## config.mk

```make
export PLATFORM = sky130hd
export DESIGN_NAME = sequence_number_path_formatter
export DESIGN_NICKNAME = d
export VERILOG_FILES = /design/src/rtl/core/snpf_pkg.sv /design/src/rtl/core/snpf_front.sv /design/src/rtl/core/snpf_queue.sv /design/src/rtl/core/snpf_back.sv /design/src/rtl/core/sequence_number_path_formatter.sv
export SDC_FILE = /design/constraint.sdc
export NUM_CORES = 1
export LEC_CHECK = 0
export BUFFER_PORTS_ARGS = -buffer_cell sky130_fd_sc_hd__buf_2
export CELL_PAD_IN_SITES_DETAIL_PLACEMENT = 1
export CELL_PAD_IN_SITES_GLOBAL_PLACEMENT = 1
export CORE_ASPECT_RATIO = 1.25
export CORE_MARGIN = 2
export CORE_UTILIZATION = 44
export CTS_CLUSTER_SIZE = 30
export DETAILED_ROUTE_END_ITERATION = 6
export GPL_TIMING_DRIVEN = 0
export PLACE_DENSITY = 0.83
export SLEW_MARGIN = 25
export SYNTH_ARGS = -nofsm -noshare
export SYNTH_HDL_FRONTEND = slang
export SYNTH_SLANG_ARGS = --single-unit
```

## constraint.sdc

```tcl
create_clock -name clk -period 2.8 [get_ports clk]
set_input_delay 0.14 -clock clk [delete_from_list [all_inputs] [get_ports clk]]
set_output_delay 0.14 -clock clk [all_outputs]
set_load 0.02 [all_outputs]
```

## src/rtl/core/snpf_pkg.sv

```systemverilog
// Shared types, constants and helper functions for the sequence number path formatter.
// No dependencies; all other files in rtl/core import this package.
package snpf_pkg;

	// Range and conversion geometry
	localparam logic [31:0] SEQ_MAX      = 32'd999999999;
	localparam int          DIGITS       = 9;
	localparam int          BCD_W        = 4 * DIGITS;
	localparam int          BIN_W        = 30;
	localparam int          BITS_PER_CYC = 3;
	localparam int          CONV_CYCLES  = BIN_W / BITS_PER_CYC;
	localparam int          CNT_W        = $clog2(CONV_CYCLES + 1);

	// Character stream geometry
	localparam int          CHARS        = 11;
	localparam int          POS_W        = $clog2(CHARS);
	localparam logic [POS_W-1:0] LAST_POS = POS_W'(CHARS - 1);

	// Character codes
	localparam logic [6:0]  CHAR_ZERO    = 7'h30;
	localparam logic [6:0]  CHAR_SLASH   = 7'h2F;
	localparam logic [6:0]  CHAR_NONE    = 7'h00;

	// One converted item passed from front to back
	typedef struct packed {
		logic             err;
		logic [BCD_W-1:0] bcd;
	} snpf_entry_t;

	// One double-dabble step: correct each digit, then shift in one binary bit
	function automatic logic [BCD_W-1:0] dd_step(input logic [BCD_W-1:0] bcd_in,
		input logic bit_in);
		logic [BCD_W-1:0] adj;
		adj = bcd_in;
		for (int j = 0; j < DIGITS; j++) begin
			if (adj[4*j +: 4] >= 4'd5) begin
				adj[4*j +: 4] = adj[4*j +: 4] + 4'd3;
			end
		end
		return {adj[BCD_W-2:0], bit_in};
	endfunction

endpackage

```

## src/rtl/core/snpf_front.sv

```systemverilog
// Front end: accepts sequence numbers, checks range, converts to BCD by double dabble.
// Depends on snpf_pkg; pushes finished entries into snpf_queue.
module snpf_front (
	input  logic                 clk,
	input  logic                 arst_n,
	input  logic                 push,
	output logic                 full,
	input  logic signed [31:0]   sequence_number,
	output logic                 q_push,
	output snpf_pkg::snpf_entry_t q_data,
	input  logic                 q_full
);
	import snpf_pkg::*;

	logic                 busy_q;
	logic [CNT_W-1:0]     cnt_q;
	logic                 err_q;
	logic [BIN_W-1:0]     bin_q;
	logic [BCD_W-1:0]     bcd_q;
	logic                 in_fire;
	logic                 in_err;
	logic [BCD_W-1:0]     bcd_next;

	// Hand off the finished entry, and take a new beat in the same cycle
	assign q_push  = busy_q && (cnt_q == '0) && !q_full;
	assign full    = busy_q && !q_push;
	assign in_fire = push && !full;
	assign in_err  = sequence_number[31] || ($unsigned(sequence_number) > SEQ_MAX);
	assign q_data  = '{err: err_q, bcd: bcd_q};

	// Run three double-dabble steps per cycle
	always_comb begin
		bcd_next = bcd_q;
		for (int k = 0; k < BITS_PER_CYC; k++) begin
			bcd_next = dd_step(bcd_next, bin_q[BIN_W-1-k]);
		end
	end

	// Hold control state
	always_ff @(posedge clk or negedge arst_n) begin
		if (!arst_n) begin
			busy_q <= 1'b0;
			cnt_q  <= '0;
		end else begin
			if (in_fire) begin
				busy_q <= 1'b1;
				cnt_q  <= in_err ? '0 : CNT_W'(CONV_CYCLES);
			end else begin
				if (q_push) begin
					busy_q <= 1'b0;
				end
				if (busy_q && (cnt_q != '0)) begin
					cnt_q <= cnt_q - 1'b1;
				end
			end
		end
	end

	// Load and advance the conversion registers
	always_ff @(posedge clk) begin
		if (in_fire) begin
			err_q <= in_err;
			bin_q <= sequence_number[BIN_W-1:0];
			bcd_q <= '0;
		end else if (busy_q && (cnt_q != '0)) begin
			bin_q <= bin_q << BITS_PER_CYC;
			bcd_q <= bcd_next;
		end
	end

	// Idle front never counts, and a counting front never hands off
	a_idle_cnt: assert property (@(posedge clk) disable iff (!arst_n)
		!busy_q |-> (cnt_q == '0)) else $error("front counter running while idle");
	a_no_early: assert property (@(posedge clk) disable iff (!arst_n)
		(cnt_q != '0) |-> !q_push) else $error("front handed off before conversion done");
	a_busy_hold: assert property (@(posedge clk) disable iff (!arst_n)
		(busy_q && (cnt_q != '0)) |=> busy_q) else $error("front dropped a conversion");

endmodule

```

## src/rtl/core/snpf_queue.sv

```systemverilog
// Two-entry queue between front and back end.
// Depends on snpf_pkg for the entry type.
module snpf_queue (
	input  logic                 clk,
	input  logic                 arst_n,
	input  logic                 wr_en,
	input  snpf_pkg::snpf_entry_t wr_data,
	output logic                 q_full,
	input  logic                 rd_en,
	output snpf_pkg::snpf_entry_t rd_data,
	output logic                 q_empty
);
	import snpf_pkg::*;

	snpf_entry_t mem_q [2];
	logic        wr_ptr_q;
	logic        rd_ptr_q;
	logic [1:0]  cnt_q;

	assign q_full  = (cnt_q == 2'd2);
	assign q_empty = (cnt_q == 2'd0);
	assign rd_data = mem_q[rd_ptr_q];

	// Advance pointers and count
	always_ff @(posedge clk or negedge arst_n) begin
		if (!arst_n) begin
			wr_ptr_q <= 1'b0;
			rd_ptr_q <= 1'b0;
			cnt_q    <= 2'd0;
		end else begin
			if (wr_en) begin
				wr_ptr_q <= ~wr_ptr_q;
			end
			if (rd_en) begin
				rd_ptr_q <= ~rd_ptr_q;
			end
			case ({wr_en, rd_en})
				2'b10:   cnt_q <= cnt_q + 2'd1;
				2'b01:   cnt_q <= cnt_q - 2'd1;
				default: cnt_q <= cnt_q;
			endcase
		end
	end

	// Store written entries
	always_ff @(posedge clk) begin
		if (wr_en) begin
			mem_q[wr_ptr_q] <= wr_data;
		end
	end

	a_no_overflow: assert property (@(posedge clk) disable iff (!arst_n)
		wr_en |-> !q_full) else $error("queue written while full");
	a_no_underflow: assert property (@(posedge clk) disable iff (!arst_n)
		rd_en |-> !q_empty) else $error("queue read while empty");
	a_cnt_range: assert property (@(posedge clk) disable iff (!arst_n)
		cnt_q != 2'd3) else $error("queue count out of range");

endmodule

```

## src/rtl/core/snpf_back.sv

```systemverilog
// Back end: walks the queue head and emits one ASCII character per beat.
// Depends on snpf_pkg; reads entries from snpf_queue.
module snpf_back (
	input  logic                 clk,
	input  logic                 arst_n,
	input  snpf_pkg::snpf_entry_t head,
	input  logic                 q_empty,
	output logic                 q_pop,
	output logic                 empty,
	input  logic                 pop,
	output logic [6:0]           out_char,
	output logic                 last_char,
	output logic                 range_error
);
	import snpf_pkg::*;

	logic [POS_W-1:0] pos_q;
	logic [POS_W-1:0] digit_idx;
	logic [3:0]       digit;
	logic             out_fire;

	assign empty       = q_empty;
	assign out_fire    = pop && !q_empty;
	assign range_error = head.err;
	assign last_char   = head.err || (pos_q == LAST_POS);
	assign q_pop       = out_fire && last_char;

	// Pick the digit for this position: one slash between groups of three digits
	assign digit_idx = pos_q - POS_W'(pos_q[POS_W-1:2]);
	assign digit     = head.bcd[(DIGITS - 1 - int'(digit_idx)) * 4 +: 4];

	always_comb begin
		if (head.err) begin
			out_char = CHAR_NONE;
		end else if (pos_q[1:0] == 2'b11) begin
			out_char = CHAR_SLASH;
		end else begin
			out_char = CHAR_ZERO + {3'b000, digit};
		end
	end

	// Advance the character position, wrap on the last beat
	always_ff @(posedge clk or negedge arst_n) begin
		if (!arst_n) begin
			pos_q <= '0;
		end else if (out_fire) begin
			pos_q <= last_char ? '0 : pos_q + 1'b1;
		end
	end

	a_pos_range: assert property (@(posedge clk) disable iff (!arst_n)
		pos_q <= LAST_POS) else $error("character position out of range");
	a_pos_valid: assert property (@(posedge clk) disable iff (!arst_n)
		(pos_q != '0) |-> (!q_empty && !head.err)) else $error("position without entry");
	a_pos_hold: assert property (@(posedge clk) disable iff (!arst_n)
		!out_fire |=> $stable(pos_q)) else $error("position moved without a beat");

endmodule

```

## src/rtl/core/sequence_number_path_formatter.sv

```systemverilog
// Top level of the sequence number path formatter.
// Depends on snpf_pkg, snpf_front, snpf_queue and snpf_back.
//
// Input channel: push/full carrying a signed 32-bit sequence_number. A number
// in 0..999999999 becomes eleven result beats DDD/DDD/DDD (out_char in ASCII,
// most significant digit first), last_char set on the eleventh. A negative or
// too large number becomes one beat with out_char zero, last_char and
// range_error set.
// Result channel: empty/pop; the oldest beat is on the ports while empty is low.
// A valid number is converted by double dabble, three bits at a time, and the
// finished entry is then written to the queue; an out-of-range number skips the
// conversion. The converter takes no new number until it hands off the current
// one, and the result port gives one character per beat.
// A two-entry queue separates converter and emitter, so conversion of the next
// number goes on while the receiver stalls. full is high while a conversion
// runs and while a converted entry waits for a free queue slot.
// Reset clears all control state; the block comes up empty and not full.
module sequence_number_path_formatter (
	input  logic               clk,
	input  logic               arst_n,
	input  logic               push,
	output logic               full,
	input  logic signed [31:0] sequence_number,
	output logic               empty,
	input  logic               pop,
	output logic [6:0]         out_char,
	output logic               last_char,
	output logic               range_error
);
	import snpf_pkg::*;

	snpf_entry_t wr_data;
	snpf_entry_t head;
	logic        wr_en;
	logic        q_full;
	logic        q_empty;
	logic        q_pop;

	// Convert
	snpf_front u_front (
		.clk             (clk),
		.arst_n          (arst_n),
		.push            (push),
		.full            (full),
		.sequence_number (sequence_number),
		.q_push          (wr_en),
		.q_data          (wr_data),
		.q_full          (q_full)
	);

	// Buffer
	snpf_queue u_queue (
		.clk     (clk),
		.arst_n  (arst_n),
		.wr_en   (wr_en),
		.wr_data (wr_data),
		.q_full  (q_full),
		.rd_en   (q_pop),
		.rd_data (head),
		.q_empty (q_empty)
	);

	// Emit
	snpf_back u_back (
		.clk         (clk),
		.arst_n      (arst_n),
		.head        (head),
		.q_empty     (q_empty),
		.q_pop       (q_pop),
		.empty       (empty),
		.pop         (pop),
		.out_char    (out_char),
		.last_char   (last_char),
		.range_error (range_error)
	);

endmodule

```

==> out/qor_table.md <==
| Step | Metric | Reported |
|---|---|---|
| logic synthesis | Mapped Nets | 968 |
| place | Weighted congestion reported at the end of routability-driven placement | 0.835 |
| logic synthesis | Register area share after synthesis | 46.4% |
| layout | Highest-count cells in the layout ignoring fill and taps | sky130_fd_sc_hd__nand2_1 (125), sky130_fd_sc_hd__edfxtp_1 (105), sky130_fd_sc_hd__buf_4 (103), sky130_fd_sc_hd__a21oi_1 (48), sky130_fd_sc_hd__nor2_1 (45) |
| worst hold path | Beginning of the worst hold path | sequence_number[20] |
| timing | Peak clock frequency supported by timing | 307 MHz |
| worst setup path | Reg-to-reg startpoint | u_front.bcd_q[5] |
| timing | Post-route worst setup slack | -0.455 ns |
| worst setup path | Endpoint of the worst register-to-register path | u_front.bcd_q[8] |
| clock tree | Clock net sink count | 154 |
| logic synthesis | Biggest area contributors in the synthesized netlist | sky130_fd_sc_hd__edfxtp_1 (35%), sky130_fd_sc_hd__dfxtp_1 (8.0%), sky130_fd_sc_hd__ha_1 (6.6%) |
| timing | Worst Skew | 0.00930 ns |
| place | Count of input and output buffers | 45 |
| worst hold path | Hold endpoint | u_front.bin_q[20] |
| logic synthesis | Xor/xnor share of the synthesized area | 3.33% |
| worst hold path | Worst hold path type | in -> reg |
| timing | Final worst path period need | 3.26 ns |
| global routing | Global route overflow | 0 |
| timing | Count of endpoints failing setup in the final report | 58 |
| floorplan | Die Footprint | 0.0217 mm^2 |
| floorplan | Boundary pin count | 47 |
| worst setup path | Category of the worst setup path launch point | register |
| logic synthesis | Number of flops mapped to enable cells by yosys | 105 |
| logic synthesis | Yosys warns | 0 |
| logic synthesis | Area share of the largest cell type after synthesis | 34.9% |
| worst setup path | Setup Crit Path Kind | reg -> out |
| logic synthesis | Library cell with the largest summed area after synthesis | sky130_fd_sc_hd__edfxtp_1 |
| clock tree | Clock Latency Late Sink | 0.46 ns |
| logic synthesis | Mapped Area | 0.00904 mm^2 |
| place | DP Wirelength | 17000 um |
| logic synthesis | Synth Area in Adders | 6.86% |
| clock tree | Cell at the root of the clock tree | sky130_fd_sc_hd__clkbuf_16 |
| place | Post-placement cell count | 1200 |
| global routing | Global routing usage summed across all routing layers | 27.1% |
| timing | Slew Limit Headroom | 42.3% |
| timing | Unrepaired setup endpoints after global routing | true |
| worst setup path | Highest fanout seen on the critical path | 10 |
| timing | Final max-slew violation count | 0 |
| logic synthesis | FFs w/ async S/R, synth | 8.44% |
| run status | Violations in the final reports | setup timing |
| global routing | First-pass GRT wire length | 45500 um |
| flow run | Max Cap Violations | 0 |
| worst setup path | Endpoint class of the critical path | output pin |
| logic synthesis | Basic-gate share of the synthesized area counting and, or, nand and nor cells | 15.2% |
| drt | Number of DRC violations after detailed-routing iteration 0 | 817 |
| clock tree | Max H-tree Level | 4 |
| drt | Vias post-DR | 8493 |
| layout | Fraction of final layout cells with drive strength greater than 1 | 42.2% |
| drt | First drt pass iteration count | 5 |
| global routing | Number of antenna violations at the first check in global routing | 0 |
| floorplan | Die outline height | 164 um |
| logic synthesis | Share of the synthesized area in compound gates (AO/OA/AOI/OAI) | 15.8% |
| clock tree | Clock-pin transition on the worst setup and hold timing paths | 0.06 ns |
| global routing | Maximum number of pins on one net before global-route repair | 33 |
| logic synthesis | Share of synthesized area spent on multiplexers | 8.81% |
| timing | Transition at the pin with the smallest max-transition slack | 0.866 ns |
| worst setup path | Worst path required time | 2.66 ns |
| worst setup path | Internal reg-to-reg setup slack | -0.24 ns |
| floorplan | Floorplan die width | 132 um |
| worst setup path | Arrival time of the worst setup path | 3.12 ns |
| floorplan | Core Area | 0.0202 mm^2 |
| drt | Antenna violation net count after detailed routing | 0 |
| timing | Worst hold slack across all endpoints | 0.000393 ns |
| drt | Remaining routing DRC violations | 0 |
| floorplan | Initial Util | 44.8% |
| layout | Non-Filler Instances | 1359 |
| layout | Area Overhead vs Synth | 40.6% |
| clock tree | TritonCTS Buffers | 17 |
| drt | Post-DR vias/cell | 6.25 |
| logic synthesis | Synthesized area per cell | 10.2 um^2 |
| logic synthesis | Main combinational cell family by area after synthesis | compound AO/OA/AOI/OAI gates |
| logic synthesis | Register bit total from synthesis | 154 |
| worst hold path | Cell count of the worst hold path | 3 |
| global routing | Vias in the first global route | 8471 |
| timing | Ratio of final minimum period to clock period | 116% |
| floorplan | Core Rows | 58 |
| layout | Post-layout nets | 1161 |
| logic synthesis | Count of mapped cells out of synthesis | 883 |
| clock tree | Bufs on Longest Clock Path | 2 |
| clock tree | TritonCTS clock tree | done |
| drt | Sum of routed wire length over all layers | 36900 um |
| drt | Average wire per cell in the routed design | 27.1 um |
| timing | Final Hold Vio Count | 0 |
| layout | Commonest non-fill, non-tap cell in the layout | sky130_fd_sc_hd__nand2_1 |
| run status | Outcome | complete, but fails checks |
| logic synthesis | Most frequently used flop master after synthesis | sky130_fd_sc_hd__edfxtp_1 |
| logic synthesis | Count of distinct cell types in the synthesized netlist | 78 |
| layout | Antenna diode count | 0 |
| timing | Total negative slack | -4.39 ns |
| worst setup path | Length in cells of the worst reg-to-reg path | 15 |
## cell usage after synthesis, types with 11 or more instances
library cell               instances
sky130_fd_sc_hd__a21o_1           11
sky130_fd_sc_hd__a21oi_1          67
sky130_fd_sc_hd__clkbuf_1         16
sky130_fd_sc_hd__dfrtp_1          13
sky130_fd_sc_hd__dfxtp_1          36
sky130_fd_sc_hd__edfxtp_1        105
sky130_fd_sc_hd__ha_1             48
sky130_fd_sc_hd__inv_1            55
sky130_fd_sc_hd__mux2_2           13
sky130_fd_sc_hd__mux2i_1          20
sky130_fd_sc_hd__mux4_2           20
sky130_fd_sc_hd__nand2_1         127
sky130_fd_sc_hd__nand2b_1         20
sky130_fd_sc_hd__nand3_1          20
sky130_fd_sc_hd__nor2_1           48
sky130_fd_sc_hd__nor3_1           13
sky130_fd_sc_hd__nor3b_1          14
sky130_fd_sc_hd__o21ai_0          33
sky130_fd_sc_hd__o21ai_1          30
sky130_fd_sc_hd__xnor2_1          18
## cells by family after synthesis
| logic type | Yosys count |
|---|---|
| muxes | 53 |
| adders and majority gates | 49 |
| xor gates and xnor gates | 31 |
| AOI/OAI and AO/OA | 223 |
| buffers and inverters | 83 |
| and+or+nand+nor | 289 |
| other | 1 |
| DFF | 154 |
## area by class of cell
class                      count  area (um^2)
tap                          270          338
inverter                      58          268
fill                        2088         7450
sequential                   154         4270
buffer                        24          114
multi-input combinational    646         5870
clock buffer                  19          433
timing repair buffer         175         1330
clock inverter                13          105
## worst max-delay path, cell delays in order, from the launching register on
cell                       delay (ns)
sky130_fd_sc_hd__dfrtp_1         0.33
sky130_fd_sc_hd__clkbuf_1        0.35
sky130_fd_sc_hd__clkbuf_4        0.39
sky130_fd_sc_hd__mux4_2          0.59
sky130_fd_sc_hd__mux4_2          0.49
sky130_fd_sc_hd__inv_2           0.06
sky130_fd_sc_hd__o22ai_1         0.07
sky130_fd_sc_hd__a21oi_1         0.16
sky130_fd_sc_hd__nor2_1          0.06
sky130_fd_sc_hd__buf_4           0.15
## flip-flops by register name (all words and copies together) (netlist names)
name / count
u_front.busy_q: 1
u_front.bin_q: 30
u_front.cnt_q: 4
u_front.bcd_q: 36
u_queue.cnt_q: 2
u_back.pos_q: 4
u_queue.rd_ptr_q: 1
u_queue.wr_ptr_q: 1
u_front.err_q: 1
u_queue.mem_q: 74
## worst max-delay path by stage
stage | to | slack, ns | start
floorplan | u_front.bcd_q[8] | -0.13 | u_front.bcd_q[4]
detailed placement | out_char[0] | -0.68 | u_back.pos_q[2]
finish | out_char[2] | -0.46 | u_queue.rd_ptr_q
global placement | out_char[0] | -0.53 | u_back.pos_q[2]
global route | out_char[0] | -0.55 | u_queue.rd_ptr_q
CTS | out_char[1] | -0.47 | u_back.pos_q[2]
## metrics by stage
stage	utilization [%]	cell area (um^2)	setup WS [ns]
after floorplan	-	9190	-0.128
after global placement	48.3	9750	-0.527
after detailed placement	48.6	9800	-0.677
after CTS	57.2	11500	-0.473
after global routing	63.1	12700	-0.553
final	63.1	12700	-0.455
## routing by layer
layer / up-vias / GRT usage, % / part of all wire (%)
met5: - / 0 / 0
met4: 0 / 12.3 / 4.8
met3: 152 / 4.07 / 6.5
met2: 495 / 52.4 / 52
met1: 4213 / 29.0 / 36
li1: 3633 / - / -
## timing repair
action / CTS / global route
setup endpoints to repair: 69 / 69
pin swaps: 46 / 74
hold endpoints to repair: 30 / 0
resized for setup: 176 / 148
hold buffers: 18 / 0
setup buffers: 46 / 64
gates cloned: 0 / 0
Power is left out: the tool's default activity adds up to more than one toggle a clock period on the data nets, which glitch-free logic cannot reach.
